===== src/hdl/saf_pkg.sv =====
// ----------------------------------------------------------------------------
// saf_pkg
// Shared types, constants and arithmetic helpers of the selectable audio filter.
// ----------------------------------------------------------------------------
package saf_pkg;

    // filter modes
    localparam logic [1:0] MODE_PASS  = 2'd0;
    localparam logic [1:0] MODE_LOW   = 2'd1;
    localparam logic [1:0] MODE_HIGH  = 2'd2;
    localparam logic [1:0] MODE_MATCH = 2'd3;

    // configuration register indexes
    localparam logic [1:0] CFG_MODE  = 2'd0;
    localparam logic [1:0] CFG_GAIN  = 2'd1;
    localparam logic [1:0] CFG_LEAK  = 2'd2;

    // reset values of the configuration registers
    localparam logic [1:0]  MODE_RST = MODE_MATCH;
    localparam logic [16:0] GAIN_RST = 17'd32768;
    localparam logic [16:0] LEAK_RST = 17'd66;

    // unity gain and matched-filter scale (8 * 32767)
    localparam logic [16:0] UNITY      = 17'd65536;
    localparam logic [17:0] UNITY2     = 18'd131072;
    localparam int          MATCH_DIV  = 262136;
    localparam int          QUOT_BITS  = 15;
    localparam longint      MATCH_SAT  = 64'd32768 * 64'd262136;

    // one classified input beat
    typedef struct packed {
        logic               is_coef;
        logic               start;
        logic signed [15:0] value;
        logic [6:0]         idx;
    } item_t;

    // configuration register set
    typedef struct packed {
        logic [1:0]  mode;
        logic [16:0] gain;
        logic [16:0] leak;
    } cfg_t;

    // back end sequencer states
    typedef enum logic [2:0] {
        BK_IDLE,
        BK_MUL,
        BK_HIST,
        BK_MAC,
        BK_DIV,
        BK_FIX,
        BK_OUT
    } back_state_t;

    // clip to signed 16 bits
    function automatic logic signed [15:0] sat16(input logic signed [39:0] v);
        logic signed [15:0] r;
        if (v > 40'sd32767)
            r = 16'sh7fff;
        else if (v < -40'sd32768)
            r = 16'sh8000;
        else
            r = v[15:0];
        return r;
    endfunction

    // divide by a power of two, rounding toward zero
    function automatic logic signed [39:0] div_trunc(input logic signed [39:0] v,
                                                     input int sh);
        logic signed [39:0] bias;
        bias = (40'sd1 <<< sh) - 40'sd1;
        if (v < 40'sd0)
            return (v + bias) >>> sh;
        else
            return v >>> sh;
    endfunction

endpackage


===== src/hdl/saf_ram.sv =====
// ----------------------------------------------------------------------------
// saf_ram
// Simple dual-port RAM, one write port and one registered read port.
// ----------------------------------------------------------------------------
module saf_ram #(
    parameter int WIDTH = 16,
    parameter int DEPTH = 80
) (
    input  logic                     clk,
    input  logic                     we,
    input  logic [$clog2(DEPTH)-1:0] waddr,
    input  logic [WIDTH-1:0]         wdata,
    input  logic [$clog2(DEPTH)-1:0] raddr,
    output logic [WIDTH-1:0]         rdata
);

    logic [WIDTH-1:0] mem [DEPTH];

    // write port and registered read
    always_ff @(posedge clk)
    begin
        if (we)
        begin
            mem[waddr] <= wdata;
        end
        rdata <= mem[raddr];
    end

endmodule


===== src/hdl/saf_front.sv =====
// ----------------------------------------------------------------------------
// saf_front
// Accepts input beats, sorts them into samples and template writes, and
// queues them in a two-entry buffer for the back end.
// ----------------------------------------------------------------------------
module saf_front
    import saf_pkg::*;
(
    input  logic        clk,
    input  logic        rst_n,
    input  logic        s_axis_tvalid,
    output logic        s_axis_tready,
    input  logic [39:0] s_axis_tdata,
    input  logic [1:0]  s_axis_tuser,
    output logic        q_valid,
    input  logic        q_pop,
    output item_t       q_item
);

    item_t      slot_reg [2];
    logic       wr_ptr_reg, wr_ptr_next;
    logic       rd_ptr_reg, rd_ptr_next;
    logic [1:0] cnt_reg, cnt_next;
    item_t      in_item;
    logic       push;

    // classify the beat
    always_comb
    begin
        in_item.is_coef = s_axis_tuser[0];
        in_item.start   = s_axis_tuser[1];
        in_item.idx     = s_axis_tdata[22:16];
        in_item.value   = s_axis_tuser[0] ? s_axis_tdata[38:23] : s_axis_tdata[15:0];
    end

    assign s_axis_tready = (cnt_reg != 2'd2);
    assign push          = s_axis_tvalid && s_axis_tready;
    assign q_valid       = (cnt_reg != 2'd0);
    assign q_item        = slot_reg[rd_ptr_reg];

    // queue pointers
    always_comb
    begin
        wr_ptr_next = push ? ~wr_ptr_reg : wr_ptr_reg;
        rd_ptr_next = q_pop ? ~rd_ptr_reg : rd_ptr_reg;
        cnt_next    = cnt_reg + 2'(push) - 2'(q_pop);
    end

    always_ff @(posedge clk or negedge rst_n)
    begin
        if (!rst_n)
        begin
            wr_ptr_reg <= 1'b0;
            rd_ptr_reg <= 1'b0;
            cnt_reg    <= 2'd0;
        end
        else
        begin
            wr_ptr_reg <= wr_ptr_next;
            rd_ptr_reg <= rd_ptr_next;
            cnt_reg    <= cnt_next;
        end
    end

    // queue storage
    always_ff @(posedge clk)
    begin
        if (push)
        begin
            slot_reg[wr_ptr_reg] <= in_item;
        end
    end

endmodule


===== src/hdl/saf_back.sv =====
// ----------------------------------------------------------------------------
// saf_back
// Executes queued items: template writes, the low/high-pass updates on a
// shared multiplier, the decimated correlation one tap per cycle and a
// shift-based divide by the match scale, then presents the result in an
// output register.
// ----------------------------------------------------------------------------
module saf_back
    import saf_pkg::*;
#(
    parameter int TAPS  = 80,
    parameter int DECIM = 6
) (
    input  logic        clk,
    input  logic        rst_n,
    input  cfg_t        cfg,
    input  logic        q_valid,
    output logic        q_pop,
    input  item_t       q_item,
    output logic        m_axis_tvalid,
    input  logic        m_axis_tready,
    output logic [15:0] m_axis_tdata
);

    localparam int AW    = $clog2(TAPS);
    localparam int CW    = $clog2(TAPS + 1);
    localparam int PW    = $clog2(DECIM + 1);
    localparam int ACC_W = 32 + $clog2(TAPS);
    // match scale is 2^18 - 2^3
    localparam int DIV_SH  = 18;
    localparam int DIV_LSH = 3;

    back_state_t state_reg, state_next;

    item_t              item_reg;
    logic [2:0]         step_reg;
    logic signed [35:0] mul_reg;
    logic signed [ACC_W-1:0] acc_reg;
    logic signed [15:0] lp_reg, hp_reg, ta_reg;
    logic signed [15:0] prior_in_reg, prior_out_reg, held_reg;
    logic [PW-1:0]      phase_reg;
    logic [CW-1:0]      count_reg;
    logic [AW-1:0]      wp_reg, j_reg, rp_reg;
    logic               issue_done_reg, v1_reg, v2_reg, tv1_reg;
    logic [TAPS-1:0]    tvalid_reg;
    logic [ACC_W-1:0]   rem_reg;
    logic [QUOT_BITS-1:0] q_reg;
    logic               neg_reg;
    logic               out_valid_reg;
    logic signed [15:0] out_data_reg;

    // control decode
    logic               coef_we, hist_we, out_load, mac_busy;
    logic [16:0]        g_eff, b_eff;
    logic signed [18:0] mul_a;
    logic signed [16:0] mul_b;
    logic signed [35:0] prod;
    logic signed [15:0] t_rdata, h_rdata, result, avg;
    logic signed [16:0] pair_sum;
    logic [PW-1:0]      phase_eff;
    logic [CW-1:0]      count_eff;
    logic [AW-1:0]      wp_inc, rp_dec;
    logic               warm;
    logic signed [ACC_W-1:0] acc_abs_s;
    logic [ACC_W-1:0]   acc_mag;
    logic [ACC_W-1:0]   est_sum, fix_rem;
    logic               fix_up;
    logic [15:0]        fix_q;

    assign g_eff = (cfg.gain > UNITY) ? UNITY : cfg.gain;
    assign b_eff = (cfg.leak > UNITY) ? UNITY : cfg.leak;

    // restart handling for the decimation group
    assign phase_eff = item_reg.start ? '0 : phase_reg;
    assign count_eff = item_reg.start ? '0 : count_reg;
    assign warm      = (count_eff == CW'(TAPS));
    assign wp_inc    = (wp_reg == AW'(TAPS - 1)) ? '0 : wp_reg + 1'b1;
    assign rp_dec    = (rp_reg == '0) ? AW'(TAPS - 1) : rp_reg - 1'b1;

    // two-sample average, toward zero
    assign pair_sum = 17'(item_reg.value) + 17'(prior_in_reg);
    always_comb
    begin
        if (item_reg.start)
            avg = item_reg.value;
        else
            avg = 16'((pair_sum + 17'(pair_sum < 0)) >>> 1);
    end

    // shared multiplier operand select
    always_comb
    begin
        mul_a = '0;
        mul_b = '0;
        if (state_reg == BK_MAC)
        begin
            mul_a = 19'(tv1_reg ? t_rdata : 16'sd0);
            mul_b = 17'(h_rdata);
        end
        else
        begin
            case (step_reg)
                3'd0:
                begin
                    mul_a = signed'({2'b00, g_eff});
                    mul_b = 17'(item_reg.value);
                end
                3'd1:
                begin
                    mul_a = signed'({2'b00, UNITY - g_eff});
                    mul_b = 17'(prior_out_reg);
                end
                3'd2:
                begin
                    mul_a = signed'({1'b0, UNITY2 - {1'b0, b_eff}});
                    mul_b = 17'(item_reg.value) - 17'(prior_in_reg);
                end
                3'd3:
                begin
                    mul_a = signed'({2'b00, UNITY - b_eff});
                    mul_b = 17'(prior_out_reg);
                end
                default:
                begin
                    mul_a = '0;
                    mul_b = '0;
                end
            endcase
        end
    end
    assign prod = mul_a * mul_b;

    // output select by mode
    always_comb
    begin
        case (cfg.mode)
            MODE_PASS: result = item_reg.value;
            MODE_LOW:  result = lp_reg;
            MODE_HIGH: result = hp_reg;
            default:   result = held_reg;
        endcase
    end

    assign acc_abs_s = (acc_reg < 0) ? -acc_reg : acc_reg;
    assign acc_mag   = unsigned'(acc_abs_s);
    assign mac_busy  = !issue_done_reg || v1_reg || v2_reg;

    // quotient estimate m * (1 + 2^-15) / 2^18, low by at most one
    assign est_sum = rem_reg + (rem_reg >> 15);
    // remainder of the estimate and the single correction step
    assign fix_rem = rem_reg - (ACC_W'(q_reg) << DIV_SH) + (ACC_W'(q_reg) << DIV_LSH);
    assign fix_up  = (fix_rem >= ACC_W'(MATCH_DIV));
    assign fix_q   = {1'b0, q_reg} + 16'(fix_up);

    // next state
    always_comb
    begin
        state_next = state_reg;
        case (state_reg)
            BK_IDLE:
                if (q_valid && !q_item.is_coef)
                    state_next = BK_MUL;
            BK_MUL:
                if (step_reg == 3'd4)
                    state_next = (phase_eff == '0) ? BK_HIST : BK_OUT;
            BK_HIST:
                state_next = warm ? BK_MAC : BK_OUT;
            BK_MAC:
                if (!mac_busy)
                    state_next = (acc_mag >= ACC_W'(MATCH_SAT)) ? BK_OUT : BK_DIV;
            BK_DIV:
                state_next = BK_FIX;
            BK_FIX:
                state_next = BK_OUT;
            BK_OUT:
                if (out_load)
                    state_next = BK_IDLE;
            default:
                state_next = BK_IDLE;
        endcase
    end

    // state outputs
    always_comb
    begin
        q_pop    = (state_reg == BK_IDLE) && q_valid;
        coef_we  = q_pop && q_item.is_coef && (32'(q_item.idx) < TAPS);
        hist_we  = (state_reg == BK_HIST);
        out_load = (state_reg == BK_OUT) && (!out_valid_reg || m_axis_tready);
    end

    // template and decimated history memories
    saf_ram #(.WIDTH(16), .DEPTH(TAPS)) u_tmpl (
        .clk   (clk),
        .we    (coef_we),
        .waddr (AW'(q_item.idx)),
        .wdata (q_item.value),
        .raddr (j_reg),
        .rdata (t_rdata)
    );

    saf_ram #(.WIDTH(16), .DEPTH(TAPS)) u_hist (
        .clk   (clk),
        .we    (hist_we),
        .waddr (wp_inc),
        .wdata (avg),
        .raddr (rp_reg),
        .rdata (h_rdata)
    );

    // control registers
    always_ff @(posedge clk or negedge rst_n)
    begin
        if (!rst_n)
        begin
            state_reg      <= BK_IDLE;
            step_reg       <= '0;
            prior_in_reg   <= '0;
            prior_out_reg  <= '0;
            held_reg       <= '0;
            phase_reg      <= '0;
            count_reg      <= '0;
            wp_reg         <= '0;
            tvalid_reg     <= '0;
            issue_done_reg <= 1'b1;
            v1_reg         <= 1'b0;
            v2_reg         <= 1'b0;
            out_valid_reg  <= 1'b0;
        end
        else
        begin
            state_reg <= state_next;
            v1_reg    <= (state_reg == BK_MAC) && !issue_done_reg;
            v2_reg    <= v1_reg;

            if (coef_we)
                tvalid_reg[AW'(q_item.idx)] <= 1'b1;

            // step counter for the filter products
            if (state_reg == BK_MUL)
                step_reg <= step_reg + 3'd1;
            else
                step_reg <= '0;

            // history write and warm-up count
            if (hist_we)
            begin
                wp_reg    <= wp_inc;
                count_reg <= warm ? count_eff : count_eff + 1'b1;
                if (!warm)
                    held_reg <= '0;
            end

            // correlation issue side
            if (state_reg == BK_HIST)
                issue_done_reg <= 1'b0;
            else if ((state_reg == BK_MAC) && (j_reg == AW'(TAPS - 1)))
                issue_done_reg <= 1'b1;

            // saturated correlation or divide result
            if ((state_reg == BK_MAC) && !mac_busy && (acc_mag >= ACC_W'(MATCH_SAT)))
                held_reg <= (acc_reg < 0) ? 16'sh8000 : 16'sh7fff;
            if (state_reg == BK_FIX)
                held_reg <= neg_reg ? -signed'(fix_q) : signed'(fix_q);

            // result handoff
            if (out_load)
            begin
                out_valid_reg <= 1'b1;
                prior_in_reg  <= item_reg.value;
                prior_out_reg <= result;
                phase_reg     <= (phase_eff == PW'(DECIM - 1)) ? '0 : phase_eff + 1'b1;
            end
            else if (m_axis_tready)
                out_valid_reg <= 1'b0;
        end
    end

    // datapath registers
    always_ff @(posedge clk)
    begin
        mul_reg <= prod;
        tv1_reg <= tvalid_reg[j_reg];

        if (q_pop)
            item_reg <= q_item;

        if (state_reg == BK_MUL)
        begin
            case (step_reg)
                3'd1: acc_reg <= ACC_W'(mul_reg);
                3'd2: lp_reg  <= sat16(div_trunc(40'(acc_reg) + 40'(mul_reg), 16));
                3'd3: ta_reg  <= sat16(div_trunc(40'(mul_reg), 17));
                3'd4:
                begin
                    hp_reg <= sat16(40'(ta_reg) + div_trunc(40'(mul_reg), 16));
                    if (item_reg.start)
                    begin
                        lp_reg <= item_reg.value;
                        hp_reg <= item_reg.value;
                    end
                end
                default: acc_reg <= acc_reg;
            endcase
        end

        // correlation setup, one tap per cycle
        if (state_reg == BK_HIST)
        begin
            acc_reg <= '0;
            j_reg   <= '0;
            rp_reg  <= wp_inc;
        end
        else if (state_reg == BK_MAC)
        begin
            if (!issue_done_reg)
            begin
                j_reg  <= j_reg + 1'b1;
                rp_reg <= rp_dec;
            end
            if (v2_reg)
                acc_reg <= acc_reg + ACC_W'(mul_reg);
            if (!mac_busy)
            begin
                neg_reg <= (acc_reg < 0);
                rem_reg <= acc_mag;
            end
        end

        // quotient estimate, corrected in the next cycle
        if (state_reg == BK_DIV)
            q_reg <= est_sum[QUOT_BITS+DIV_SH-1:DIV_SH];

        if (out_load)
            out_data_reg <= result;
    end

    assign m_axis_tvalid = out_valid_reg;
    assign m_axis_tdata  = out_data_reg;

    // the correlation only runs once the history is full
    assert property (@(posedge clk) disable iff (!rst_n)
        (state_reg == BK_MAC) |-> (count_reg == CW'(TAPS)))
        else $error("correlation started before history filled");

    // quotient estimate is never more than one short
    assert property (@(posedge clk) disable iff (!rst_n)
        (state_reg == BK_FIX) |-> (fix_rem < ACC_W'(2 * MATCH_DIV)))
        else $error("divide remainder out of range");

    // accumulator starts clean for every correlation
    assert property (@(posedge clk) disable iff (!rst_n)
        (state_reg == BK_HIST) && warm |=> (acc_reg == '0))
        else $error("accumulator not cleared");

    // history write pointer stays inside the memory
    assert property (@(posedge clk) disable iff (!rst_n)
        32'(wp_reg) < TAPS)
        else $error("history pointer out of range");

endmodule


===== src/hdl/selectable_audio_filter.sv =====
// ----------------------------------------------------------------------------
// selectable_audio_filter
// Audio filter with pass, low-pass, high-pass and matched-filter modes.
// ----------------------------------------------------------------------------
// Input beats arrive on s_axis; tuser[0] selects a sample (0) or a template
// write (1), tuser[1] marks the first sample of a buffer and restarts every
// filter. Each sample beat yields one 16-bit beat on m_axis; template writes
// yield nothing. Registers are written on the cfg channel (cfg_ready is
// always high): 0 mode, 1 low-pass gain, 2 high-pass leak, gains in units
// of 1/65536. The user must write them only while the block is idle; the
// block itself does not enforce it.
// From the queue, a sample passes the filter product steps into the output
// register; the first sample of each decimation group of DECIM also writes
// the history and, once the history is full, runs the one-tap-per-cycle
// correlation on the shared multiplier, its pipeline drain and a divide by
// the match scale. A two-entry queue takes beats while the back end works,
// and the output register holds a result while m_axis stalls; the back end
// then waits and the queue fills, dropping s_axis_tready.
// Reset selects the matched filter with an all-zero template (per-tap valid
// bits, no clearing pass) and clears all filter history.
// ----------------------------------------------------------------------------
module selectable_audio_filter
    import saf_pkg::*;
#(
    parameter int TAPS  = 80,
    parameter int DECIM = 6
) (
    input  logic        clk,
    input  logic        rst_n,
    // configuration write channel
    input  logic        cfg_valid,
    output logic        cfg_ready,
    input  logic [1:0]  cfg_index,
    input  logic [16:0] cfg_data,
    // input stream
    input  logic        s_axis_tvalid,
    output logic        s_axis_tready,
    input  logic [39:0] s_axis_tdata,  // sample_in[15:0], coef_index[22:16], coef_value[38:23]
    input  logic [1:0]  s_axis_tuser,  // kind[0], buffer_start[1]
    // output stream
    output logic        m_axis_tvalid,
    input  logic        m_axis_tready,
    output logic [15:0] m_axis_tdata   // sample_out[15:0]
);

    cfg_t  cfg_reg;
    logic  q_valid, q_pop;
    item_t q_item;

    assign cfg_ready = 1'b1;

    // configuration registers
    always_ff @(posedge clk or negedge rst_n)
    begin
        if (!rst_n)
        begin
            cfg_reg.mode <= MODE_RST;
            cfg_reg.gain <= GAIN_RST;
            cfg_reg.leak <= LEAK_RST;
        end
        else if (cfg_valid)
        begin
            case (cfg_index)
                CFG_MODE: cfg_reg.mode <= cfg_data[1:0];
                CFG_GAIN: cfg_reg.gain <= cfg_data;
                CFG_LEAK: cfg_reg.leak <= cfg_data;
                default:  cfg_reg      <= cfg_reg;
            endcase
        end
    end

    saf_front u_front (
        .clk           (clk),
        .rst_n         (rst_n),
        .s_axis_tvalid (s_axis_tvalid),
        .s_axis_tready (s_axis_tready),
        .s_axis_tdata  (s_axis_tdata),
        .s_axis_tuser  (s_axis_tuser),
        .q_valid       (q_valid),
        .q_pop         (q_pop),
        .q_item        (q_item)
    );

    saf_back #(.TAPS(TAPS), .DECIM(DECIM)) u_back (
        .clk           (clk),
        .rst_n         (rst_n),
        .cfg           (cfg_reg),
        .q_valid       (q_valid),
        .q_pop         (q_pop),
        .q_item        (q_item),
        .m_axis_tvalid (m_axis_tvalid),
        .m_axis_tready (m_axis_tready),
        .m_axis_tdata  (m_axis_tdata)
    );

endmodule


===== config.mk =====
export PLATFORM = sky130hd
export DESIGN_NAME = selectable_audio_filter
export DESIGN_NICKNAME = d
export VERILOG_FILES = /design/src/hdl/saf_pkg.sv /design/src/hdl/saf_ram.sv /design/src/hdl/saf_front.sv /design/src/hdl/saf_back.sv /design/src/hdl/selectable_audio_filter.sv
export SDC_FILE = /design/constraint.sdc
export NUM_CORES = 2
export LEC_CHECK = 0
export ABC_AREA = 1
export BUFFER_PORTS_ARGS = -buffer_cell sky130_fd_sc_hd__buf_2
export CELL_PAD_IN_SITES_DETAIL_PLACEMENT = 2
export CELL_PAD_IN_SITES_GLOBAL_PLACEMENT = 2
export CORE_ASPECT_RATIO = 1.1
export CORE_MARGIN = 5
export CORE_UTILIZATION = 30
export DETAILED_ROUTE_END_ITERATION = 6
export GPL_TIMING_DRIVEN = 0
export PLACE_DENSITY_LB_ADDON = 0.1
export SYNTH_ARGS = -nofsm -noshare
export SYNTH_HDL_FRONTEND = slang
export SYNTH_SLANG_ARGS = --single-unit
export TNS_END_PERCENT = 20

===== constraint.sdc =====
create_clock -name clk -period 8.6 [get_ports clk]
set_input_delay 2.15 -clock clk [delete_from_list [all_inputs] [get_ports clk]]
set_output_delay 2.15 -clock clk [all_outputs]
set_load 0.02 [all_outputs]

==> metrics.cfg <==
[run_status]
run_status = finished, violations left
failing_checks = capacitance limit, slew limit

[clock_network]
htreeDepth = 5
cts.clk_slew.worst_paths_ps = 60
numCtsBuffers = 355
cts_root_buf = sky130_fd_sc_hd__clkbuf_16
clockBufferDepth = 4
cts_tree = yes
clock_sink_count = 3063
holdBufCountCts = 0
worstSkewPairLatency_ps = 1050

[cells_and_area]
nets = 14930
filler_cell_count = 51110
post_route_cells_drive_above_1_share_pct = 10.44
layout.cells.most_common_list = sky130_fd_sc_hd__edfxtp_1 (2753), sky130_fd_sc_hd__nor2_1 (2035), sky130_fd_sc_hd__o21ai_0 (1747), sky130_fd_sc_hd__nand2_1 (1523), sky130_fd_sc_hd__inv_1 (1096)
regArea_um2 = 89860
syn2layout_area_growth_pct = 19.35
final_common_cell = sky130_fd_sc_hd__edfxtp_1
finish.utilization_pct = 35.94
multiInputGateArea_um2 = 51140

[synthesis]
ys.warnings.count = 0
synthesis.area_per_instance_um2 = 10.81
ys_async_sr_fraction_pct = 6.366
synthesis.instances = 13480
ys.flop_type = sky130_fd_sc_hd__edfxtp_1
postSynthNetCount = 14170
syn-cell-area_um2 = 145800
synth.lib_cells_used.distinct = 72
postSynthRegisterBits = 3063
synth_enable_flop_cells = 2753
post_synthesis_sequential_area_ratio_pct = 61.63

[worst_hold_path]
min_path_type = flip-flop to flip-flop

[sta]
relSlewSlack_pct = -7.748
timing.final.hold_violations = 0
worst_clock_skew_ps = 147.1
final_max_slew_viol_count = 44
rsz_0062_raised_after_global_routing = true
timing.final.setup_violations = 0
worst_slew_pin_slew_ps = 1616
fmax_ghz = 0.1209
min_period_over_period_pct = 96.21
time_the_worst_path_needs_with_i_o_delays_and_setup_ps = 8274

[global_route]
grt_start_max_net_pins = 82
grt_pass1_wl_mm = 1021
grt_usage_pct = 28.99
antenna_found_initial = 69
overflow = 0
vias_in_the_first_global_route = 125400

[die]
start_util_pct = 30.11
std_cell_rows = 268
floorplan.core_area_um2 = 484200
top_ports = 85
die_w_um = 674.7
dieHeight_um = 741.2
die_area_um2 = 500000

[detailed_routing]
drt-vias-per-instance = 5.563
wl_mm = 748.6
drt_pre_antenna_iters = 5
detail_route.wl_per_cell_um = 35.53
final_antenna_net_count = 0
via_count = 117200
remaining_drc_errors = 0
first_iter_violations = 11340

[setup_path]
crit_fanout = 10
setup.worst_path.start_class = flip-flop
setup.worst_path.end_class = flip-flop
slowest_stage = sky130_fd_sc_hd__fa_2
crit_path_max_incr_delay_ps = 650
crit_type = flip-flop to flip-flop
arrival_ps = 9110
timing.critical_path.required_ps = 9440

[run]
max_cap_viol_count = 9

[placed_design]
finalWeightedCongestion = 0.9053
dp.final_hpwl_mm = 552.9
port_buffers = 82

[stage by stage]
step / setup TNS, ps / instances / worst slack, ps / hold WS [ps] / instance area (um^2)
after floorplan: 0 / 13480 / 544.6 / 345.4 / 145800
after global placement: -2871010 / 20050 / -6424 / 357.6 / 154300
after detailed placement: -46260 / 20270 / -2966 / 370.8 / 160800
after CTS: 0 / 20960 / 8.255 / 382.3 / 172900
after global routing: -395.3 / 21050 / -85.65 / 396.7 / 174000
final: 0 / 21070 / 325.9 / 382.9 / 174000
[area by class of cell]
cell class / count / area share, %
Sequential cell: 3063 / 51.64
Multi-Input combinational cell: 8580 / 29.39
Clock buffer: 477 / 5.592
Tap cell: 6480 / 4.659
Timing Repair Buffer: 405 / 3.561
Inverter: 1133 / 2.468
Buffer: 701 / 1.622
Clock inverter: 178 / 0.9837
Antenna cell: 55 / 0.07910
[what timing repair did]
item / CTS / global route
cloned: 0 / 1
pin swaps: 18 / 56
setup buffers: 35 / 60
gates resized for setup: 160 / 136
setup endpoints to repair: 27 / 12
[logic make-up after synthesis]
group,synth area share [%]
other,0.002572
AOI/OAI and AO/OA,12.28
and+or+nand+nor,12.88
xor gates and xnor gates,1.268
muxes,0.1442
adders and majority gates,7.025
DFF,61.63
buffers and inverters,4.769
[final timing paths]
kind | startpoint | endpoint | slack [ps] | depth (start not counted)
setup / recovery | cfg_reg[9] | u_back.mul_reg[34] | 330 | 43
hold / removal | u_back.v1_reg | u_back.v2_reg | 380 | 0
setup reg to reg | cfg_reg[9] | u_back.mul_reg[34] | 330 | 43
hold reg to reg | u_back.v1_reg | u_back.v2_reg | 380 | 0
max in group asynchronous | rst_n | u_back.prior_out_reg[13] | 6140 | 3
min in group asynchronous | rst_n | cfg_reg[21] | 1100 | 1
[cells in the mapped netlist (18+ instances only)]
cell	count	area, um^2
sky130_fd_sc_hd__a21oi_1	338	1692
sky130_fd_sc_hd__a31oi_1	45	281.5
sky130_fd_sc_hd__buf_1	28	105.1
sky130_fd_sc_hd__clkbuf_1	658	2470
sky130_fd_sc_hd__dfrtp_1	189	4730
sky130_fd_sc_hd__dfxtp_1	115	2302
sky130_fd_sc_hd__edfxtp_1	2753	82670
sky130_fd_sc_hd__fa_1	331	6626
sky130_fd_sc_hd__ha_1	289	3616
sky130_fd_sc_hd__inv_1	1105	4148
sky130_fd_sc_hd__nand2_1	1568	5886
sky130_fd_sc_hd__nand2_2	29	181.4
sky130_fd_sc_hd__nand3_1	437	2187
sky130_fd_sc_hd__nand3b_1	20	150.1
sky130_fd_sc_hd__nand4_1	107	669.4
sky130_fd_sc_hd__nor2_1	2217	8322
sky130_fd_sc_hd__nor2_2	18	112.6
sky130_fd_sc_hd__nor3_1	91	455.4
sky130_fd_sc_hd__nor4_1	24	150.1
sky130_fd_sc_hd__o211ai_1	87	653.1
sky130_fd_sc_hd__o21a_1	30	225.2
sky130_fd_sc_hd__o21ai_0	1771	8864
sky130_fd_sc_hd__o221ai_1	189	1655
sky130_fd_sc_hd__o22ai_1	496	3103
sky130_fd_sc_hd__or2_2	57	356.6
sky130_fd_sc_hd__xnor2_1	67	586.8
sky130_fd_sc_hd__xor2_1	144	1261
[routing by layer]
layer / track usage, % / up-vias / wire [um]
li1: - / 49060 / -
met1: 36.32 / 62300 / 300500
met4: 15.01 / 20 / 47010
met5: 0 / - / 144
met3: 3.925 / 1424 / 43670
met2: 48.80 / 4431 / 357300
[worst max-delay path: cells and delay by family (launching register included)]
kind	cells	cell delay (ps)
flops	1	410
fa+ha+maj	8	3560
buf+inv	8	680
simple gates	18	2110
compound gates	9	1340
Power is not shown: default switching activity piles up to over one toggle a cycle in this logic, so the estimate is an artifact.
